==> src/rtl/core/hmmf_pkg.sv <==
// Package for the log-domain HMM forward unit: types, constants, log arithmetic.
// No dependencies.
package hmmf_pkg;
  localparam int DEF_MAX_STATES  = 8;
  localparam int DEF_NUM_SYMBOLS = 16;
  localparam int VAL_W = 32;
  localparam int IDX_W = 7;
  localparam int SYM_W = 4;
  localparam int CFG_W = 4;

  localparam logic signed [VAL_W-1:0] LOG_ZERO  = {1'b1, {(VAL_W-1){1'b0}}};
  localparam logic signed [VAL_W-1:0] LOG_FLOOR = {1'b1, {(VAL_W-2){1'b0}}, 1'b1};
  localparam logic signed [VAL_W-1:0] LOG_TOP   = {1'b0, {(VAL_W-1){1'b1}}};

  typedef enum logic [1:0] {
    OP_WR_INIT  = 2'd0,
    OP_WR_TRANS = 2'd1,
    OP_WR_EMIT  = 2'd2,
    OP_OBSERVE  = 2'd3
  } op_t;

  // controller -> datapath
  typedef struct packed {
    logic ld_sym;     // symbol register <= input symbol
    logic ld_acc;     // acc <= LOG_ZERO
    logic acc_step;   // acc <= log_add(acc, operand)
    logic use_prod;   // operand is alpha_prev*trans, else alpha_cur
    logic wr_first;   // alpha_cur[i] <= init*emit
    logic wr_alpha;   // alpha_cur[i] <= acc*emit
    logic copy_prev;  // alpha_prev <= alpha_cur
    logic ld_out;     // output register <= acc
  } dp_cmd_t;

  function automatic logic signed [VAL_W-1:0] sat33(input logic signed [VAL_W:0] v);
    logic signed [VAL_W:0] fl, tp;
    fl = {LOG_FLOOR[VAL_W-1], LOG_FLOOR};
    tp = {1'b0, LOG_TOP};
    if (v < fl) return LOG_FLOOR;
    if (v > tp) return LOG_TOP;
    return v[VAL_W-1:0];
  endfunction

  function automatic logic signed [VAL_W-1:0] log_mul(input logic signed [VAL_W-1:0] a,
                                                      input logic signed [VAL_W-1:0] b);
    if (a == LOG_ZERO || b == LOG_ZERO) return LOG_ZERO;
    return sat33({a[VAL_W-1], a} + {b[VAL_W-1], b});
  endfunction

  function automatic logic [16:0] corr_rom(input logic [4:0] k);
    logic [16:0] r;
    case (k)
      5'd0: r = 17'd45426;  5'd1: r = 17'd37745;  5'd2: r = 17'd31069;
      5'd3: r = 17'd25354;  5'd4: r = 17'd20530;  5'd5: r = 17'd16510;
      5'd6: r = 17'd13200;  5'd7: r = 17'd10500;  5'd8: r = 17'd8318;
      5'd9: r = 17'd6567;   5'd10: r = 17'd5170;  5'd11: r = 17'd4061;
      5'd12: r = 17'd3184;  5'd13: r = 17'd2493;  5'd14: r = 17'd1950;
      5'd15: r = 17'd1523;  5'd16: r = 17'd1189;  5'd17: r = 17'd928;
      5'd18: r = 17'd724;   5'd19: r = 17'd565;   5'd20: r = 17'd440;
      5'd21: r = 17'd343;   5'd22: r = 17'd267;   5'd23: r = 17'd208;
      5'd24: r = 17'd162;   5'd25: r = 17'd126;   5'd26: r = 17'd98;
      5'd27: r = 17'd77;    5'd28: r = 17'd60;    5'd29: r = 17'd47;
      5'd30: r = 17'd36;    default: r = 17'd28;
    endcase
    return r;
  endfunction

  function automatic logic signed [VAL_W-1:0] log_add(input logic signed [VAL_W-1:0] a,
                                                      input logic signed [VAL_W-1:0] b);
    logic signed [VAL_W:0] hi, d;
    logic [16:0] c;
    if (a == LOG_ZERO) return b;
    if (b == LOG_ZERO) return a;
    hi = (a > b) ? {a[VAL_W-1], a} : {b[VAL_W-1], b};
    d  = (a > b) ? ({a[VAL_W-1], a} - {b[VAL_W-1], b}) : ({b[VAL_W-1], b} - {a[VAL_W-1], a});
    c  = (d < 33'sd524288) ? corr_rom(d[18:14]) : 17'd0;
    return sat33(hi + {16'd0, c});
  endfunction
endpackage

==> src/rtl/core/hmmf_ctrl.sv <==
// Controller: sequences table writes and the forward recursion.
// Depends on hmmf_pkg.
module hmmf_ctrl import hmmf_pkg::*; #(
  parameter int MAX_STATES = DEF_MAX_STATES,
  localparam int SW = $clog2(MAX_STATES)
) (
  input  logic             clk,
  input  logic             rst_n,
  input  logic             in_valid,
  output logic             in_ready,
  input  logic [1:0]       in_op,
  input  logic             in_last,
  input  logic [CFG_W-1:0] n_cfg,
  output logic             wr_en,
  output logic [SW-1:0]    row_i,
  output logic [SW-1:0]    col_j,
  output dp_cmd_t          cmd,
  output logic             out_valid,
  input  logic             out_ready
);
  typedef enum logic [6:0] {
    S_IDLE  = 7'b0000001,
    S_FIRST = 7'b0000010,
    S_ROWST = 7'b0000100,
    S_ACC   = 7'b0001000,
    S_WRA   = 7'b0010000,
    S_SUM   = 7'b0100000,
    S_OUT   = 7'b1000000
  } state_t;

  state_t state_r, state_nxt;
  logic [SW-1:0] i_r, i_nxt, j_r, j_nxt, last_idx;
  logic start_r, start_nxt, last_r, last_nxt, ov_r, ov_nxt, rd_r, rd_nxt;
  logic ld_out_r;
  logic accept;

  always_comb begin
    if (n_cfg == '0) last_idx = '0;
    else if (32'(n_cfg) > MAX_STATES) last_idx = SW'(MAX_STATES - 1);
    else last_idx = SW'(32'(n_cfg) - 1);
  end

  assign in_ready = state_r == S_IDLE && !ov_r && !ld_out_r;
  assign accept = in_valid && in_ready;
  assign wr_en = accept && in_op != OP_OBSERVE;
  assign row_i = i_r;
  assign col_j = j_r;
  assign out_valid = ov_r;

  // rd_r marks that the RAM read for the current address is available
  always_comb begin
    state_nxt = state_r;
    i_nxt = i_r; j_nxt = j_r;
    start_nxt = start_r; last_nxt = last_r;
    ov_nxt = ov_r && !out_ready;
    rd_nxt = 1'b0;
    cmd = '0;
    cmd.ld_out = ld_out_r;
    case (state_r)
      S_IDLE: begin
        if (accept && in_op == OP_OBSERVE) begin
          cmd.ld_sym = 1'b1;
          last_nxt = in_last;
          i_nxt = '0; j_nxt = '0;
          if (start_r) state_nxt = S_FIRST;
          else begin
            cmd.copy_prev = 1'b1;
            state_nxt = S_ROWST;
          end
        end
      end
      S_FIRST: begin
        rd_nxt = 1'b1;
        if (rd_r) begin
          cmd.wr_first = 1'b1;
          rd_nxt = 1'b0;
          if (i_r == last_idx) state_nxt = S_SUM;
          else i_nxt = i_r + 1'b1;
        end
      end
      S_ROWST: begin
        cmd.ld_acc = 1'b1;
        j_nxt = '0;
        state_nxt = S_ACC;
      end
      S_ACC: begin
        rd_nxt = 1'b1;
        if (rd_r) begin
          cmd.acc_step = 1'b1;
          cmd.use_prod = 1'b1;
          rd_nxt = 1'b0;
          if (j_r == last_idx) state_nxt = S_WRA;
          else j_nxt = j_r + 1'b1;
        end
      end
      S_WRA: begin
        rd_nxt = 1'b1;
        if (rd_r) begin
          cmd.wr_alpha = 1'b1;
          rd_nxt = 1'b0;
          if (i_r == last_idx) state_nxt = S_SUM;
          else begin
            i_nxt = i_r + 1'b1;
            state_nxt = S_ROWST;
          end
        end
      end
      S_SUM: begin
        if (!last_r) begin
          start_nxt = 1'b0;
          state_nxt = S_IDLE;
        end else begin
          start_nxt = 1'b1;
          cmd.ld_acc = 1'b1;
          i_nxt = '0;
          state_nxt = S_OUT;
        end
      end
      S_OUT: begin
        cmd.acc_step = 1'b1;
        if (i_r == last_idx) begin
          state_nxt = S_IDLE;
          cmd.acc_step = 1'b1;
        end else i_nxt = i_r + 1'b1;
      end
      default: state_nxt = S_IDLE;
    endcase
  end

  // output register loads in the cycle after the final sum step, via ld_out_r
  always_ff @(posedge clk) begin
    if (!rst_n) begin
      state_r <= S_IDLE;
      start_r <= 1'b1;
      ov_r <= 1'b0;
      rd_r <= 1'b0;
      ld_out_r <= 1'b0;
      last_r <= 1'b0;
      i_r <= '0;
      j_r <= '0;
    end else begin
      state_r <= state_nxt;
      start_r <= start_nxt;
      rd_r <= rd_nxt;
      i_r <= i_nxt;
      j_r <= j_nxt;
      last_r <= last_nxt;
      ld_out_r <= state_r == S_OUT && i_r == last_idx;
      ov_r <= ld_out_r ? 1'b1 : ov_nxt;
    end
  end
endmodule

==> config.mk <==
export PLATFORM = sky130hd
export DESIGN_NAME = hmmf_ctrl
export DESIGN_NICKNAME = d
export VERILOG_FILES = /design/src/rtl/core/hmmf_pkg.sv /design/src/rtl/core/hmmf_ctrl.sv
export SDC_FILE = /design/constraint.sdc
export NUM_CORES = 1
export LEC_CHECK = 0
export ABC_AREA = 1
export BUFFER_PORTS_ARGS = -buffer_cell sky130_fd_sc_hd__buf_2
export CAP_MARGIN = 15
export CORE_ASPECT_RATIO = 1.75
export CORE_MARGIN = 8
export CORE_UTILIZATION = 40
export CTS_CLUSTER_DIAMETER = 80
export CTS_CLUSTER_SIZE = 20
export DETAILED_ROUTE_END_ITERATION = 12
export GPL_ROUTABILITY_DRIVEN = 1
export PLACE_DENSITY = 0.64
export SYNTH_ARGS = -nofsm -noshare
export SYNTH_HDL_FRONTEND = slang
export SYNTH_SLANG_ARGS = --single-unit
export TNS_END_PERCENT = 30
==> constraint.sdc <==
create_clock -name clk -period 2.6 [get_ports clk]
set_input_delay 0.39 -clock clk [delete_from_list [all_inputs] [get_ports clk]]
set_output_delay 0.39 -clock clk [all_outputs]
set_load 0.01 [all_outputs]
## Word level (Yosys, flattened, before mapping)

Index checks and enable logic that the tools add are counted.

- Bits in registers: 18
- Output and inout bits: 17
- Word-level logic and storage cells: 89

- Add/subtract/negate cells: 3
- Magnitude comparators: 1
- Equality and inequality tests: 21
- Multiplexer cells: 36
- Reduce and logical (&&, ||, !) cells: 20

Operators with widths:

| kind | number |
|---|---|
| 7-bit two-way mux | 8 |
| 7-bit one-hot mux with 7 select lines | 1 |
| 3-bit two-way mux | 9 |
| 2-bit != test (second input constant) | 9 |
| 1-bit two-way mux | 12 |
| 3-bit one-hot mux with 4 select lines | 1 |
| 3-bit one-hot mux with 3 select lines | 1 |
| 4-bit AND reduction | 2 |
| 7-bit by 1-bit == test with 1-bit output (second input constant) | 1 |
| 7-bit by 2-bit == test with 1-bit output (second input constant) | 1 |
| 7-bit by 3-bit == test with 1-bit output (second input constant) | 1 |
| 7-bit by 4-bit == test with 1-bit output (second input constant) | 1 |
| 7-bit by 5-bit == test with 1-bit output (second input constant) | 1 |
| 7-bit by 6-bit == test with 1-bit output (second input constant) | 1 |
| 7-bit == test (second input constant) | 1 |
| 1-bit logical AND | 7 |
| 7-bit AND reduction | 1 |
| 3-bit by 1-bit adder with 3-bit output (second input constant) | 2 |
| 3-bit == test | 2 |
| 6-bit two-way mux | 1 |
| 4-bit greater-than comparator (second input constant) | 1 |
| 4-bit logical NOT | 1 |
| 2-bit by 1-bit != test with 1-bit output (second input constant) | 2 |
| 1-bit one-hot mux with 2 select lines | 2 |
| 9 further kinds | 12 |

## Logic depth before layout (Yosys ltp)

- Depth after elaboration: 7
- Gate-level depth with buffers: 15

## Worst setup path before layout

OpenSTA, ideal clock, no wires.

- Path type: input to register
- From: in n_cfg[0]
- To: reg j_r[1] (netlist: col_j[1])
- Setup time: 129 ps
- Arrival time: 1482 ps
- Path slack: 989 ps
- Stages on the path: 14
- Buffers on the path: 0
- Cell sequence: inv_1 > ha_1 > o21bai_2 > inv_1 > nand2_1 > nand3_1 > inv_1 > nand2_1 > nand2_2 > nand2_2 > nand2_1 > nand2_1 > nand2_1 > nor2_1

- Word-level cells in the longest chain between the ends: 6
- Elaborated cells on any way between the ends: 8

Ends and longest elaborated chain:

| what | RTL line | text |
|---|---|---|
| start: declaration | hmmf_ctrl.sv:13 | `input logic [CFG_W-1:0] n_cfg,` |
| 4-bit greater-than comparator or 3-bit by 1-bit subtractor with 3-bit output (tied branches) | hmmf_ctrl.sv:39, hmmf_ctrl.sv:40 |  |
| 3-bit two-way mux | hmmf_ctrl.sv:39 | `else if (32'(n_cfg) > MAX_STATES) last_idx = SW'(MAX_STATES - 1);` |
| 3-bit two-way mux * | hmmf_ctrl.sv:38 | `if (n_cfg == '0) last_idx = '0;` |
| 3-bit == test * | hmmf_ctrl.sv:92 | `if (j_r == last_idx) state_nxt = S_WRA;` |
| 2-bit != test (no line) * | - |  |
| 4-bit AND reduction (no line) * | - |  |
| end signal: assignment | hmmf_ctrl.sv:146 | `j_r <= j_nxt;` |
| end: declaration | hmmf_ctrl.sv:32 | `logic [SW-1:0] i_r, i_nxt, j_r, j_nxt, last_idx;` |

Every way passes the cells marked *; elsewhere a longest branch is shown, timed or not.
A chain may end at the register's enable or synchronous reset.

==> results.txt <==
* Required time at the endpoint of the critical path: 2210 ps
* Capturing element type of the critical path: output pin
* Instance count of the mapped netlist: 201
- Routability-driven placement finished with a final weighted congestion of 0.8927.
- Power spread over the standard cell area amounts to 872.4 mW/mm².
* Count of final max-slew check failures: 0
- Once detail routing completed, the nets flagged for antenna violations numbered 0.
* Total standard cell area after synthesis: 0.001371 mm²
- Number of global-route vias before repair: 1298
* Clock Root Buffer: clkbuf_8
* Switching fraction of total power: 47.47%
- Across the routed clock network, the largest skew measured is 1.082 ps.
- Among all flip-flop cells after synthesis, the most frequent one is dfxtp_1.
- The routed design has 3327 µm of wire.
* Slew headroom: 69.30%
- Met2 track demand over resource in global routing: 22.58%
- Global-route wire length before repair: 5499 µm
* Fillers: 370
* Int Power: 0.7362 mW
- Layout Nets: 245
- Clock tree from TritonCTS: built
- Synth async-reset ratio: 0%
- The die covers 0.005632 mm².
* Number of antenna violations at the first check in global routing: 0
- Site Rows: 28
- Power comes to 1.402 mW.
* Yosys reg bits: 18
* Via/cell ratio: 4.764
* # diodes: 0
- Setup total negative slack on the finished layout was measured at 0 ps.
- Once the floorplan was initialized, standard cells occupied 41.20% of the core.
- Timing would allow up to 0.4896 GHz.
- Input and output buffers added on the ports amount to 27.
- Total overflow reported by the global router: 0
- Horizontal die dimension: 60.26 µm
- The path class of the tightest hold or removal check is primary input to flip-flop.
* Die extent in y: 93.46 µm
- GR peak layer: met2
* Post-synth top area cell: dfxtp_1
- Post-synth EDFFs: 0
* Transition time at the pin with the least slew margin: 460.0 ps
- Buffers inserted during clock tree synthesis total 3.
- The netlist uses 34 different library cells.
* Number of buffers inserted for hold repair after clock tree synthesis: 0
- Number of levels the H-tree was split into: 1
- The critical path is of the flip-flop to output pin type.
* Critical path startpoint category: flip-flop
- Sequential cells were found to cover 26.28% of the synthesized design area.
- Buffers inserted during post-CTS setup optimization: 0
- Summing over every cut layer, the via total after detailed routing is 1310.
- Drt drc: 0
- The first detailed-routing pass took 4 iterations.
* WP data arrival: 1650 ps
- No sink is reached through more buffers than the 2 on the longest clock path.
- Grt met3 use: 1.926%
- After synthesis, the largest area contributor takes up 26.28% of total cell area.
- Cells with a size suffix above 1 make up 31.30% of the layout.
- The core region is 0.003328 mm².
- Setup violations remaining at the end of the flow were counted as 0.
- For this run, the number of Yosys warnings is 0.
* Setup repair after global routing missed its margin: no
- Combinational cell fraction of total power: 57.0%
* MaxCap Viol Count: 0
- Clk_lat worst skew: 260 ps
- The final critical path takes up 78.55% of the cycle.
* Count of routing violations after the opening detailed-route iteration: 43
- Synth-to-Final Area Change: 17.15%
- Minimum period implied by the final worst setup slack: 2042 ps
- Max IR drop VDD: 0.4670 mV
- Post-Synthesis Net Count: 215
- Final hold viol count: 0
* # IOs: 28
* Met1 Resource Use GR: 13.21%
- Maximum number of pins on one net before global-route repair: 14
- Gates resized during post-CTS repair numbered 0.
* Post-DP HPWL: 2695 µm
- Sink Count: 18
- For this run, the share of the core covered by cells in the final layout is 48.27%.
- Leak Pwr: 0.8180 nW
- The run finished with clean final reports.
- After synthesis, the mean cell area works out to 6.822 µm².
- Overall track demand over capacity in global routing: 12.55%
- Dividing the detail-routed wire length by the instance count gives 12.10 µm.
- Part of the total power dissipated in the clock network: 16.7%
- P_sw: 0.6653 mW
- Max Fanout on Critical Path: 5
* Share of power burned in registers: 26.4%
- Clock-pin slew of the registers on the worst-case setup and hold paths: 70 ps
- Top post-synthesis cells by area: dfxtp_1, nand2_1, inv_1, nor2_1, nor2_4
==> cell usage in the layout (no fill, tap or decap), drive strengths merged <==
cell type	n
o21ai	3
buf	27
clkbuf	4
dfxtp	18
inv	37
and2	1
nand3	23
a21oi	5
nand2	52
o311ai	1
a211oi	1
a31oi	2
nor4	1
ha	3
nor2	36
a22oi	1
o211ai	1
xnor2	2
nor3	4
o21bai	2
o31ai	1
nand4	4
xor2	1
==> routing by layer <==
| layer | wire [µm] | share of wire [%] | vias up |
|---|---|---|---|
| li1 | - | - | 694 |
| met1 | 1329 | 40 | 579 |
| met2 | 1781 | 54 | 29 |
| met3 | 141 | 4.2 | 8 |
| met4 | 74 | 2.2 | 0 |
| met5 | 0 | 0 | - |
==> power by group through the flow <==
stage          sequential (mW)  clock [mW]  combinational (mW)
6_report                 0.370       0.234               0.798
2_1_floorplan            0.375           0               0.634
4_1_cts                  0.371       0.240               0.811
3_3_place_gp             0.377           0               0.803
5_1_grt                  0.378       0.249               0.893
3_5_place_dp             0.376           0               0.808
==> logic make-up after synthesis <==
group	Yosys count	share of synthesized area [%]
and+or+nand+nor	121	47.99
buffers and inverters	39	10.95
adders and majority gates	3	2.738
AOI/OAI and AO/OA	17	10.13
DFF	18	26.28
xor gates and xnor gates	3	1.916
==> state kept, by name, summed over array words and instances, names as in the netlist <==
register	count
ld_out_r	1
out_valid	1
start_r	1
last_r	1
state_r	7
row_i	3
rd_r	1
col_j	3
==> worst paths after layout <==
path	startpoint	to	slack, ps	cells past startpoint
worst max-delay path	state_r[4]	cmd[1]	560	8
worst min-delay path	rst_n	start_r	400	2
worst max register to register	state_r[4]	col_j[0]	1070	10
worst min register to register	last_r	last_r	480	2
==> synth_stat cells (3+ instances only) <==
cell	number
nand3_1	16
inv_2	8
ha_1	3
a21oi_1	5
nor2_1	26
nand3_2	5
dfxtp_1	18
inv_1	29
nor2_4	8
nand2_1	42
nand4_1	4
nand2_2	9
==> final cells by class <==
class / count / area [µm²] / area share, %
Tap cell: 45 / 56.30 / 3.505
Sequential cell: 18 / 360.3 / 22.43
Inverter: 37 / 138.9 / 8.645
Timing Repair Buffer: 27 / 135.1 / 8.411
Multi-Input combinational cell: 144 / 860.8 / 53.58
Clock buffer: 4 / 55.05 / 3.427
==> through the flow <==
stage                     cell area [µm²]  hold slack, ps  setup WS (ps)  cells
final                                1607           403.6          557.6    275
after global placement               1551           469.3          687.3    271
after floorplan                      1371           454.1          989.4    201
after CTS                            1607           398.9          534.5    275
after detailed placement             1551           472.6          664.4    271
after global routing                 1607           409.8          414.2    275
==> worst max-delay path, stage by stage, from the launching register on <==
cell     delay [ps]
dfxtp_1         320
inv_1           120
nand3_2         150
nor2_4          240
inv_2            90
nor3_1          130
nand2_1         130
nor2_1          100
buf_2           130
(Power assumes the default switching activity.)
